--- src/hw/rtl/mts_pkg.sv ---
// Package for the move-towards step clamp block.
// Shared status types between the front end, the queue and the top level.
// No dependencies.
`timescale 1ns / 1ps

package mts_pkg;

	// Queue fill status seen by the producer and the consumer
	typedef struct packed {
		logic full;
		logic empty;
	} mts_qstat_t;

endpackage

--- src/hw/rtl/mts_queue.sv ---
// Two-entry register queue between the front end and the back end.
// Depends on mts_pkg for the status struct.
`timescale 1ns / 1ps

module mts_queue #(
	parameter int WIDTH = 8
) (
	input  logic                   clk,
	input  logic                   arst_n,
	input  logic                   push,
	input  logic [WIDTH-1:0]       push_data,
	input  logic                   pop,
	output logic [WIDTH-1:0]       pop_data,
	output mts_pkg::mts_qstat_t    stat
);
	import mts_pkg::*;

	logic [WIDTH-1:0] entry_q [0:1];
	logic             wr_ptr_q;
	logic             rd_ptr_q;
	logic [1:0]       count_q;

	assign stat.full  = (count_q == 2'd2);
	assign stat.empty = (count_q == 2'd0);
	assign pop_data   = entry_q[rd_ptr_q];

	// pointers and fill count
	always_ff @(posedge clk or negedge arst_n) begin
		if (!arst_n) begin
			wr_ptr_q <= 1'b0;
			rd_ptr_q <= 1'b0;
			count_q  <= 2'd0;
		end else begin
			if (push) wr_ptr_q <= ~wr_ptr_q;
			if (pop)  rd_ptr_q <= ~rd_ptr_q;
			case ({push, pop})
				2'b10:   count_q <= count_q + 2'd1;
				2'b01:   count_q <= count_q - 2'd1;
				default: count_q <= count_q;
			endcase
		end
	end

	// storage
	always_ff @(posedge clk) begin
		if (push) entry_q[wr_ptr_q] <= push_data;
	end

endmodule

--- config.mk ---
export PLATFORM = sky130hd
export DESIGN_NAME = mts_queue
export DESIGN_NICKNAME = d
export VERILOG_FILES = /design/src/hw/rtl/mts_pkg.sv /design/src/hw/rtl/mts_queue.sv
export SDC_FILE = /design/constraint.sdc
export NUM_CORES = 1
export LEC_CHECK = 0
export BUFFER_PORTS_ARGS = -buffer_cell sky130_fd_sc_hd__buf_2
export CAP_MARGIN = 10
export CORE_UTILIZATION = 35
export CTS_BUF_LIST = sky130_fd_sc_hd__clkbuf_4 sky130_fd_sc_hd__clkbuf_8
export CTS_CLUSTER_SIZE = 20
export DETAILED_ROUTE_END_ITERATION = 16
export GPL_ROUTABILITY_DRIVEN = 0
export HOLD_SLACK_MARGIN = 0.03
export SKIP_LAST_GASP = 1
export SLEW_MARGIN = 20
export SYNTH_ARGS = -nofsm -noshare
export SYNTH_HDL_FRONTEND = slang
export SYNTH_SLANG_ARGS = --single-unit
--- constraint.sdc ---
create_clock -name clk -period 2.5 [get_ports clk]
set_input_delay 0.625 -clock clk [delete_from_list [all_inputs] [get_ports clk]]
set_output_delay 0.625 -clock clk [all_outputs]
set_load 0.005 [all_outputs]
==> results.md, run 1 <==
- RSZ-0062 raised after global routing: false
- Area leader, netlist: edfxtp_1
- CTS tree: yes
- Top cells by area, synth: edfxtp_1 (63%), dfrtp_1 (13%), mux2_2 (12%)
- Core area: 0.002002 mm^2
- Crit path time final: 2.011 ns
- Sw Share: 26.75%
- Largest net degree at the start of global routing: 12
- Area grow syn2layout: 22.50%
- Worst path slowest cell: dfrtp_1
- Vias: 405
- Total CTS buffers: 3
- RR Endpoint: entry_q[1][3]$_DFFE_PP_
- CP max stage delay: 0.59 ns
- Clk pwr share: 17.2%
- P_leak: 0.3800 nW
- Drt total wl: 1059 um
- Via/cell ratio: 4.355
- Vias in the first global route: 393
- Total congestion overflow: 0
- Data required time of the worst path: 1.88 ns
- Post-route setup TNS: 0 ns
- Final Hold Fails: 0
- Final Net Count: 80
- Internal power: 0.6769 mW
- Worst rel slew slack: 73.92%
- Clock root buffer: clkbuf_4
- Initial antenna violation count: 0
- Commonest cells after routing, fill and taps aside: buf_2 (21), edfxtp_1 (16), mux2_2 (8), clkbuf_4 (4), dfrtp_1 (4)
- Max Slew Vio Count: 0
- Global-route wire length before repair: 1656 um
- CP Buf/Inv Count: 1
- Post-synthesis register bit count: 20
- Commonest non-fill, non-tap cell in the layout: buf_2
- Final ANT Viol Nets: 0
- Comb pwr share: 26.9%
- Gate Count Post-Synth: 41
- Synth cell types: 11
- Die height: 48.66 um
- GRT Util Overall: 9.865%
- Layout cell share with drive strength beyond 1: 53.03%
- Drc violations: 0
- Crit-path cells: mux2_2 -> buf_2
- Crit Path Class: flop to output pin
- Share of the synthesized area in the top cell type: 63.05%
- Final worst path period share: 80.44%
- Critical Path AT: 1.39 ns
- Final setup fails: 0
- Maxcap violations: 0
- Input/output buffers: 21
- Worst-Margin Slew: 0.3912 ns
- Hold Path Class: input pin to asynchronous set/reset pin
- CP top delay family: flip-flops
- Post-CTS setup buffer count: 0
- Flop2flop setup slack: 1.41 ns
- Dpl hpwl: 773.7 um
- CTS resizes: 0
- Skew final: 0.01087 ns
- ANT cells: 0
- Initial core utilization: 38.06%
- CP Capture Type: output pin
- Tot Pwr: 0.9242 mW
- Clock Path Buffers: 2
- Critical Path Start Type: flop
- Clock Latency Late Sink: 0.29 ns
- Cell area after synthesis: 762.0 um^2
- Peak supply drop: 455.2 uV
- Ys Warns: 0
- Reg clk slew, reported paths: 0.11 ns
- Die X: 48.66 um
- R2R Path Start: wr_ptr_q$_DFFE_PN0P_
- Synth Net Count: 54
- Crit-path max FO: 9
- Run status: finished clean
- Avg WL per Cell: 11.39 um
- Die ar.: 0.002368 mm^2
- R2R cell count: 1
- Sequential element share of the synthesized area: 76.19%
- H-tree Lvls: 1
- Net Sw Power: 0.2473 mW
- IO Pins: 22
- Syn_area_per_cell: 18.58 um^2
- Flop pwr share: 55.9%
- F_max: 497.3 MHz
- CTS Hold Buffers Added: 0
- DRT Pass-1 Iters: 2
- Cell Rows: 16
- Fill count: 192
- P per Cell Area: 990.1 mW/mm^2
- Sink Count: 20
- Starting DRT DRC Count: 5
synth_stat cells:
cell / count
xor2_1: 3
edfxtp_1: 16
ha_1: 1
mux2_2: 8
buf_2: 1
and2b_2: 1
dfrtp_1: 4
inv_1: 1
xnor2_1: 2
nor2_1: 3
and2_1: 1
worst max-delay path by stage:
stage | from | end | slack, ns | depth (start not counted)
finish | rd_ptr_q$_DFFE_PN0P_ | pop_data[2] | 0.49 | 2
global route | rd_ptr_q$_DFFE_PN0P_ | pop_data[2] | 0.42 | 2
CTS | rd_ptr_q$_DFFE_PN0P_ | pop_data[2] | 0.47 | 2
detailed placement | rd_ptr_q$_DFFE_PN0P_ | pop_data[2] | 0.80 | 2
global placement | rd_ptr_q$_DFFE_PN0P_ | pop_data[2] | 0.81 | 2
floorplan | rd_ptr_q$_DFFE_PN0P_ | pop_data[0] | 1.04 | 2
registers in the layout, indices dropped and copies added (netlist names):
register  cells
count_q       2
entry_q      16
wr_ptr_q      1
rd_ptr_q      1
power groups by stage:
stage | logic, mW | clock network [mW] | registers, mW
4_1_cts | 0.253 | 0.165 | 0.518
2_1_floorplan | 0.181 | 0 | 0.487
5_1_grt | 0.270 | 0.176 | 0.528
6_report | 0.249 | 0.159 | 0.516
3_3_place_gp | 0.250 | 0 | 0.520
3_5_place_dp | 0.252 | 0 | 0.524
kinds of logic after synthesis:
| logic type | share of synthesized area [%] |
|---|---|
| and+or+nand+nor | 3.449 |
| adders and majority gates | 1.642 |
| xor gates and xnor gates | 5.748 |
| buffers and inverters | 1.148 |
| muxes | 11.82 |
| DFF | 76.19 |
per-layer routing:
metal	wire [um]	GRT usage, %	share of wire, %	vias to the layer above
met5	0	0	0	-
li1	-	-	-	195
met1	448	10.74	42	198
met4	18	8.824	1.7	0
met2	549	16.20	52	10
met3	43	1.887	4.1	2
stage by stage:
step	worst slack [ns]	instance area, um^2	hold WS (ns)	utilization [%]	cells
finish	0.4890	933.4	0.1164	46.63	93
detailed placement	0.8025	903.4	0.4360	45.13	89
global route	0.4236	933.4	0.1028	46.63	93
CTS	0.4690	933.4	0.1117	46.63	93
global placement	0.8094	903.4	0.4366	45.13	89
floorplan	1.038	762.0	0.3294	-	41
area by class of cell:
cell class | count | area, um^2 | area share [%]
clock buffer | 4 | 30.03 | 3.217
inverter | 1 | 3.754 | 0.4021
tap | 27 | 33.78 | 3.619
timing repair buffer | 22 | 112.6 | 12.06
sequential | 20 | 580.6 | 62.20
multi-input combinational | 19 | 172.7 | 18.50
Note: power is estimated with default switching activity, not from simulation.
==> inputs of run 2 (changes only) <==
--- a/config.mk
+++ b/config.mk
@@ -5,6 +5,7 @@
 export SDC_FILE = /design/constraint.sdc
 export NUM_CORES = 1
 export LEC_CHECK = 0
+export ABC_AREA = 1
 export BUFFER_PORTS_ARGS = -buffer_cell sky130_fd_sc_hd__buf_2
 export CAP_MARGIN = 10
 export CORE_UTILIZATION = 35
==> constraint.sdc (replaced) <==
create_clock -name clk -period 2.1 [get_ports clk]
set_input_delay 0.525 -clock clk [delete_from_list [all_inputs] [get_ports clk]]
set_output_delay 0.525 -clock clk [all_outputs]
set_load 0.005 [all_outputs]
==> results.md, run 2 <==
- Run status: finished clean
- Cell Rows: 17
- Die X: 50.43 um
- Die height: 50.43 um
- Area leader, netlist: edfxtp_1
- Hold_sp: push_data[0]
- Crit path time final: 1.809 ns
- Reg with most FFs: entry_q
- Post-synthesis register bit count: 20
- CP Capture Type: output pin
- Dpl hpwl: 818.4 um
- Maxcap violations: 0
- Synth cell types: 14
- Clock Latency Late Sink: 0.28 ns
- Sequential element share of the synthesized area: 70.73%
- Drc violations: 0
- Reg clk slew, reported paths: 0.10 ns
- Max reg flops: 16
- Top cells by count, synth: edfxtp_1 (16), inv_1 (14), nand2_1 (13), o21ai_0 (5), dfrtp_1 (4)
- Share of the synthesized area in the top cell type: 58.54%
- EDFF count, synth: 16
- Global-route wire length before repair: 1925 um
- Peak supply drop: 477.2 uV
- Critical Path Start Type: flop
- Commonest non-fill, non-tap cell in the layout: buf_2
- Via/cell ratio: 4.277
- H-tree Lvls: 1
- Synth Net Count: 79
- Commonest cells after routing, fill and taps aside: buf_2 (21), edfxtp_1 (16), inv_1 (14), nand2_1 (13), o21ai_0 (5)
- Total CTS buffers: 3
- Core area: 0.002212 mm^2
- CTS tree: yes
- R2R Path Start: wr_ptr_q$_DFFE_PN0P_
- Ys flop type: edfxtp_1
- RSZ-0062 raised after global routing: false
- P_leak: 0.4552 nW
- R2R cell count: 2
- CP Buf/Inv Count: 1
- Final worst path period share: 86.15%
- Area grow syn2layout: 19.21%
- Largest regs: entry_q x16, count_q x2
- Critical Path AT: 1.28 ns
- IO Pins: 22
- Layout cell share with drive strength beyond 1: 30.77%
- Total congestion overflow: 0
- ANT cells: 0
- Largest net degree at the start of global routing: 18
- Starting DRT DRC Count: 5
- Final Hold Fails: 0
- Post-route setup TNS: 0 ns
- Worst rel slew slack: 64.49%
- Fill count: 235
- Crit-path max FO: 17
- Worst-Margin Slew: 0.5327 ns
- Final ANT Viol Nets: 0
- Skew final: 0.008316 ns
- Count leader, synth: edfxtp_1
- Clock root buffer: clkbuf_4
- Fin cells: 119
- P per Cell Area: 1120 mW/mm^2
- Worst path slowest cell: dfrtp_1
- Top cells by area, synth: edfxtp_1 (59%), dfrtp_1 (12%), inv_1 (6.4%)
- Final setup fails: 0
- Initial core utilization: 37.10%
- Post-CTS setup buffer count: 0
- Avg WL per Cell: 9.143 um
- Hold Path Class: input pin to flop
- Vias: 509
- Cell area after synthesis: 820.8 um^2
- Synth async-reset ratio: 20.00%
- Placed insts: 114
- Pre-CTS setup slack: 0.5612 ns
- Cell count of the worst hold path: 1
- Crit Path Class: flop to output pin
- Hold Crit Endpoint: entry_q[0][0]$_DFFE_PP_
- F_max: 552.7 MHz
- Input/output buffers: 21
- Final WS setup: 0.2908 ns
- Syn_area_per_cell: 12.44 um^2
- CP max stage delay: 0.69 ns
- Ys Warns: 0
- Sink Count: 20
- DRT Pass-1 Iters: 2
- GRT Util Overall: 10.33%
- CP top delay family: flip-flops
- Initial antenna violation count: 0
- Clock Path Buffers: 2
- Crit-path cells: nand2_1 -> o21ai_2 -> buf_2
- Data required time of the worst path: 1.57 ns
- RR Endpoint: entry_q[1][2]$_DFFE_PP_
- Max Slew Vio Count: 0
- Final Net Count: 105
- Vias in the first global route: 487
- Gate Count Post-Synth: 66
- Drt total wl: 1088 um
- Flop2flop setup slack: 1.09 ns
- Die ar.: 0.002543 mm^2
-- run 2: cell count changes after synthesis, sizes merged --
| cell | delta |
|---|---|
| xor2 | -1 |
| mux2 | -8 |
| buf | +1 |
| nand2 | +13 |
| nand4 | +1 |
| inv | +13 |
| and2 | -1 |
| nand3 | +1 |
| o21ai | +8 |
| and2b | -1 |
| xnor2 | -1 |
-- run 2: logic make-up after synthesis --
logic type | after synthesis | synth area share, %
AOI/OAI and AO/OA | 8 | 6.250
xor gates and xnor gates | 3 | 3.202
adders and majority gates | 1 | 1.524
buffers and inverters | 16 | 9.603
DFF | 20 | 70.73
and+or+nand+nor | 18 | 8.689
-- run 2: worst max path at each step --
stage / start / to / slack (ns) / cells past startpoint
after floorplan: push / entry_q[0][0]$_DFFE_PP_ / 0.80 / 2
after global placement: rd_ptr_q$_DFFE_PN0P_ / pop_data[5] / 0.57 / 2
after detailed placement: rd_ptr_q$_DFFE_PN0P_ / pop_data[5] / 0.56 / 2
after CTS: rd_ptr_q$_DFFE_PN0P_ / pop_data[5] / 0.24 / 2
after global routing: rd_ptr_q$_DFFE_PN0P_ / pop_data[3] / 0.13 / 3
final: rd_ptr_q$_DFFE_PN0P_ / pop_data[1] / 0.29 / 3
-- run 2: per-stage QoR --
step	utilization, %	hold slack, ns	power [mW]	cell area (um^2)
floorplan	-	0.2294	0.8487	820.8
global placement	42.59	0.3378	0.9390	942.2
detailed placement	42.59	0.3410	0.9500	942.2
CTS	44.23	0.4129	1.119	978.4
global route	44.23	0.4001	1.191	978.4
finish	44.23	0.4228	1.096	978.4
-- run 2: final cells by class --
cell class | instances | area [um^2] | area share (%)
inverter | 14 | 52.55 | 5.371
tap | 28 | 35.03 | 3.581
clock buffer | 3 | 22.52 | 2.302
timing repair buffer | 23 | 122.6 | 12.53
clock inverter | 1 | 3.754 | 0.3836
sequential | 20 | 580.6 | 59.34
multi-input combinational | 30 | 161.4 | 16.50
-- run 2: repair_timing --
action,4_1_cts,5_1_grt
gates resized for setup,0,0
hold endpoints to repair,1,0
setup endpoints to repair,0,0
hold buffers,1,0
-- run 2: layer usage --
layer / global-route usage [%] / part of all wire [%] / up-vias
met2: 18.00 / 50 / 16
li1: - / - / 263
met1: 11.35 / 41 / 228
met5: 0 / 0 / -
met4: 5.556 / 0.92 / 0
met3: 2.727 / 7.9 / 2
-- run 2: where the power goes --
group	internal, mW	total (mW)	switching (mW)
Clock	0.0688	0.166	0.0967
Combinational	0.152	0.302	0.151
Sequential	0.537	0.628	0.0907
Total	0.758	1.10	0.338
==> inputs of run 3 (changes only) <==
--- a/config.mk
+++ b/config.mk
@@ -8,12 +8,15 @@
 export ABC_AREA = 1
 export BUFFER_PORTS_ARGS = -buffer_cell sky130_fd_sc_hd__buf_2
 export CAP_MARGIN = 10
+export CELL_PAD_IN_SITES_DETAIL_PLACEMENT = 1
+export CELL_PAD_IN_SITES_GLOBAL_PLACEMENT = 1
 export CORE_UTILIZATION = 35
 export CTS_BUF_LIST = sky130_fd_sc_hd__clkbuf_4 sky130_fd_sc_hd__clkbuf_8
 export CTS_CLUSTER_SIZE = 20
 export DETAILED_ROUTE_END_ITERATION = 16
 export GPL_ROUTABILITY_DRIVEN = 0
 export HOLD_SLACK_MARGIN = 0.03
+export PLACE_DENSITY_LB_ADDON = 0.1
 export SKIP_LAST_GASP = 1
 export SLEW_MARGIN = 20
 export SYNTH_ARGS = -nofsm -noshare
==> results.md, run 3 (synthesis gave the netlist of run 2 again) <==
- Crit Path Class: flop to output pin
- Final ANT Viol Nets: 0
- Die height: 50.43 um
- Reg with most FFs: entry_q
- Critical Path Source: rd_ptr_q$_DFFE_PN0P_
- CP Capture Type: output pin
- Dpl hpwl: 940.5 um
- Input/output buffers: 21
- Crit path time final: 1.895 ns
- Reg clk slew, reported paths: 0.11 ns
- Critical Path AT: 1.37 ns
- Initial core utilization: 37.10%
- CP Buf/Inv Count: 1
- Clock root buffer: clkbuf_4
- Internal power: 0.8814 mW
- Hold_sp: push_data[7]
- Final Hold Fails: 0
- Via/cell ratio: 4.353
- Worst path slowest cell: dfrtp_1
- Vias in the first global route: 547
- Final Net Count: 105
- Avg WL per Cell: 10.52 um
- Data required time of the worst path: 1.57 ns
- Largest net degree at the start of global routing: 18
- DRT Pass-1 Iters: 3
- Critical Path Start Type: flop
- R2R cell count: 2
- Sw Share: 29.36%
- R2R Path Start: wr_ptr_q$_DFFE_PN0P_
- Area grow syn2layout: 22.41%
- Net Sw Power: 0.3663 mW
- Final core utilization: 45.42%
- Starting DRT DRC Count: 2
- RSZ-0062 raised after global routing: false
- Final worst path period share: 90.22%
- Drc violations: 0
- Vias: 518
- CTS tree: yes
- Max reg flops: 16
- RR Endpoint: entry_q[1][1]$_DFFE_PP_
- Clock Path Buffers: 2
- CP top delay family: flip-flops
- Worst rel slew slack: 61.06%
- Max Slew Vio Count: 0
- Hold Crit Endpoint: entry_q[0][7]$_DFFE_PP_
- Hold Path Class: input pin to flop
- Flop2flop setup slack: 1.08 ns
- Skew final: 0.001203 ns
- Commonest non-fill, non-tap cell in the layout: buf_2
- Fill count: 263
- H-tree Lvls: 1
- Clock Latency Late Sink: 0.29 ns
- Final setup fails: 0
- Run status: finished clean
- Core area: 0.002212 mm^2
- Tot Pwr: 1.248 mW
- Comb pwr share: 24.8%
- Crit-path max FO: 17
- Layout cell share with drive strength beyond 1: 31.87%
- CP max stage delay: 0.73 ns
- Drt total wl: 1252 um
- Cell Rows: 17
- P per Cell Area: 1242 mW/mm^2
- Worst-Margin Slew: 0.5841 ns
- Post-route setup TNS: 0 ns
- ANT cells: 0
- Die X: 50.43 um
- Maxcap violations: 0
- Global-route wire length before repair: 2221 um
- Largest regs: entry_q x16, count_q x2
- F_max: 527.8 MHz
- Initial antenna violation count: 0
- Peak supply drop: 567.9 uV
- Flop pwr share: 50.9%
- Clk pwr share: 24.3%
- GRT Util Overall: 12.14%
- Total congestion overflow: 0
- Crit-path cells: o21ai_0 -> buf_2
- IO Pins: 22
- Sink Count: 20
- Post-CTS setup buffer count: 0
- Commonest cells after routing, fill and taps aside: buf_2 (21), edfxtp_1 (16), inv_1 (14), nand2_1 (13), o21ai_0 (5)
- Cell count of the worst hold path: 1
- Die ar.: 0.002543 mm^2
- Total CTS buffers: 3
- P_leak: 0.4678 nW
-- run 3: what timing repair did --
item | in CTS | in global routing
gates resized for setup | 0 | 0
endpoints found under the hold margin | 4 | 0
hold buffers | 1 | 0
-- run 3: routing by layer --
layer	part of all wire (%)	routed length [um]	vias to the layer above	track usage, %
met3	4.1	51	2	3.939
met1	45	559	244	14.14
met2	50	632	12	20.89
met4	0.64	8	0	4.167
met5	0	0	-	0
li1	-	-	260	-
-- run 3: how the worst max path moves through the flow --
stage / cells after the start / end
global placement: 2 / pop_data[6]
CTS: 3 / pop_data[6]
detailed placement: 3 / pop_data[6]
global route: 3 / pop_data[2]
floorplan: 2 / entry_q[0][0]$_DFFE_PP_
finish: 2 / pop_data[6]
-- run 3: metrics by stage --
step	setup WS, ns	instance area, um^2	hold WS (ns)	cells
after floorplan	0.8025	820.8	0.2294	66
after global placement	0.5416	942.2	0.3374	114
after detailed placement	0.5114	942.2	0.3389	114
after CTS	0.1681	1005	0.4069	119
after global routing	0.07209	1005	0.3978	119
final	0.2053	1005	0.4156	119
-- run 3: layout make-up --
cell class              count  area (um^2)  share of cell area, %
multi-input cells          30        161.4                  16.06
well taps                  28        35.03                  3.487
flip-flops and latches     20        580.6                  57.78
inverters                  14        52.55                  5.230
clock inverters             1        30.03                  2.989
repair buffers             23        122.6                  12.20
clock buffers               3        22.52                  2.242
-- run 3: worst register-to-register path, stage by stage (launching register included) --
cell     delay [ns]
dfrtp_1        0.40
nand2_1        0.06
inv_1          0.25
-- run 3: power groups by stage --
stage,sequential (mW),combinational [mW],clock [mW]
final,0.635,0.309,0.304
after global routing,0.654,0.361,0.325
after CTS,0.638,0.319,0.313
after detailed placement,0.647,0.316,0
after global placement,0.637,0.306,0
after floorplan,0.584,0.265,0
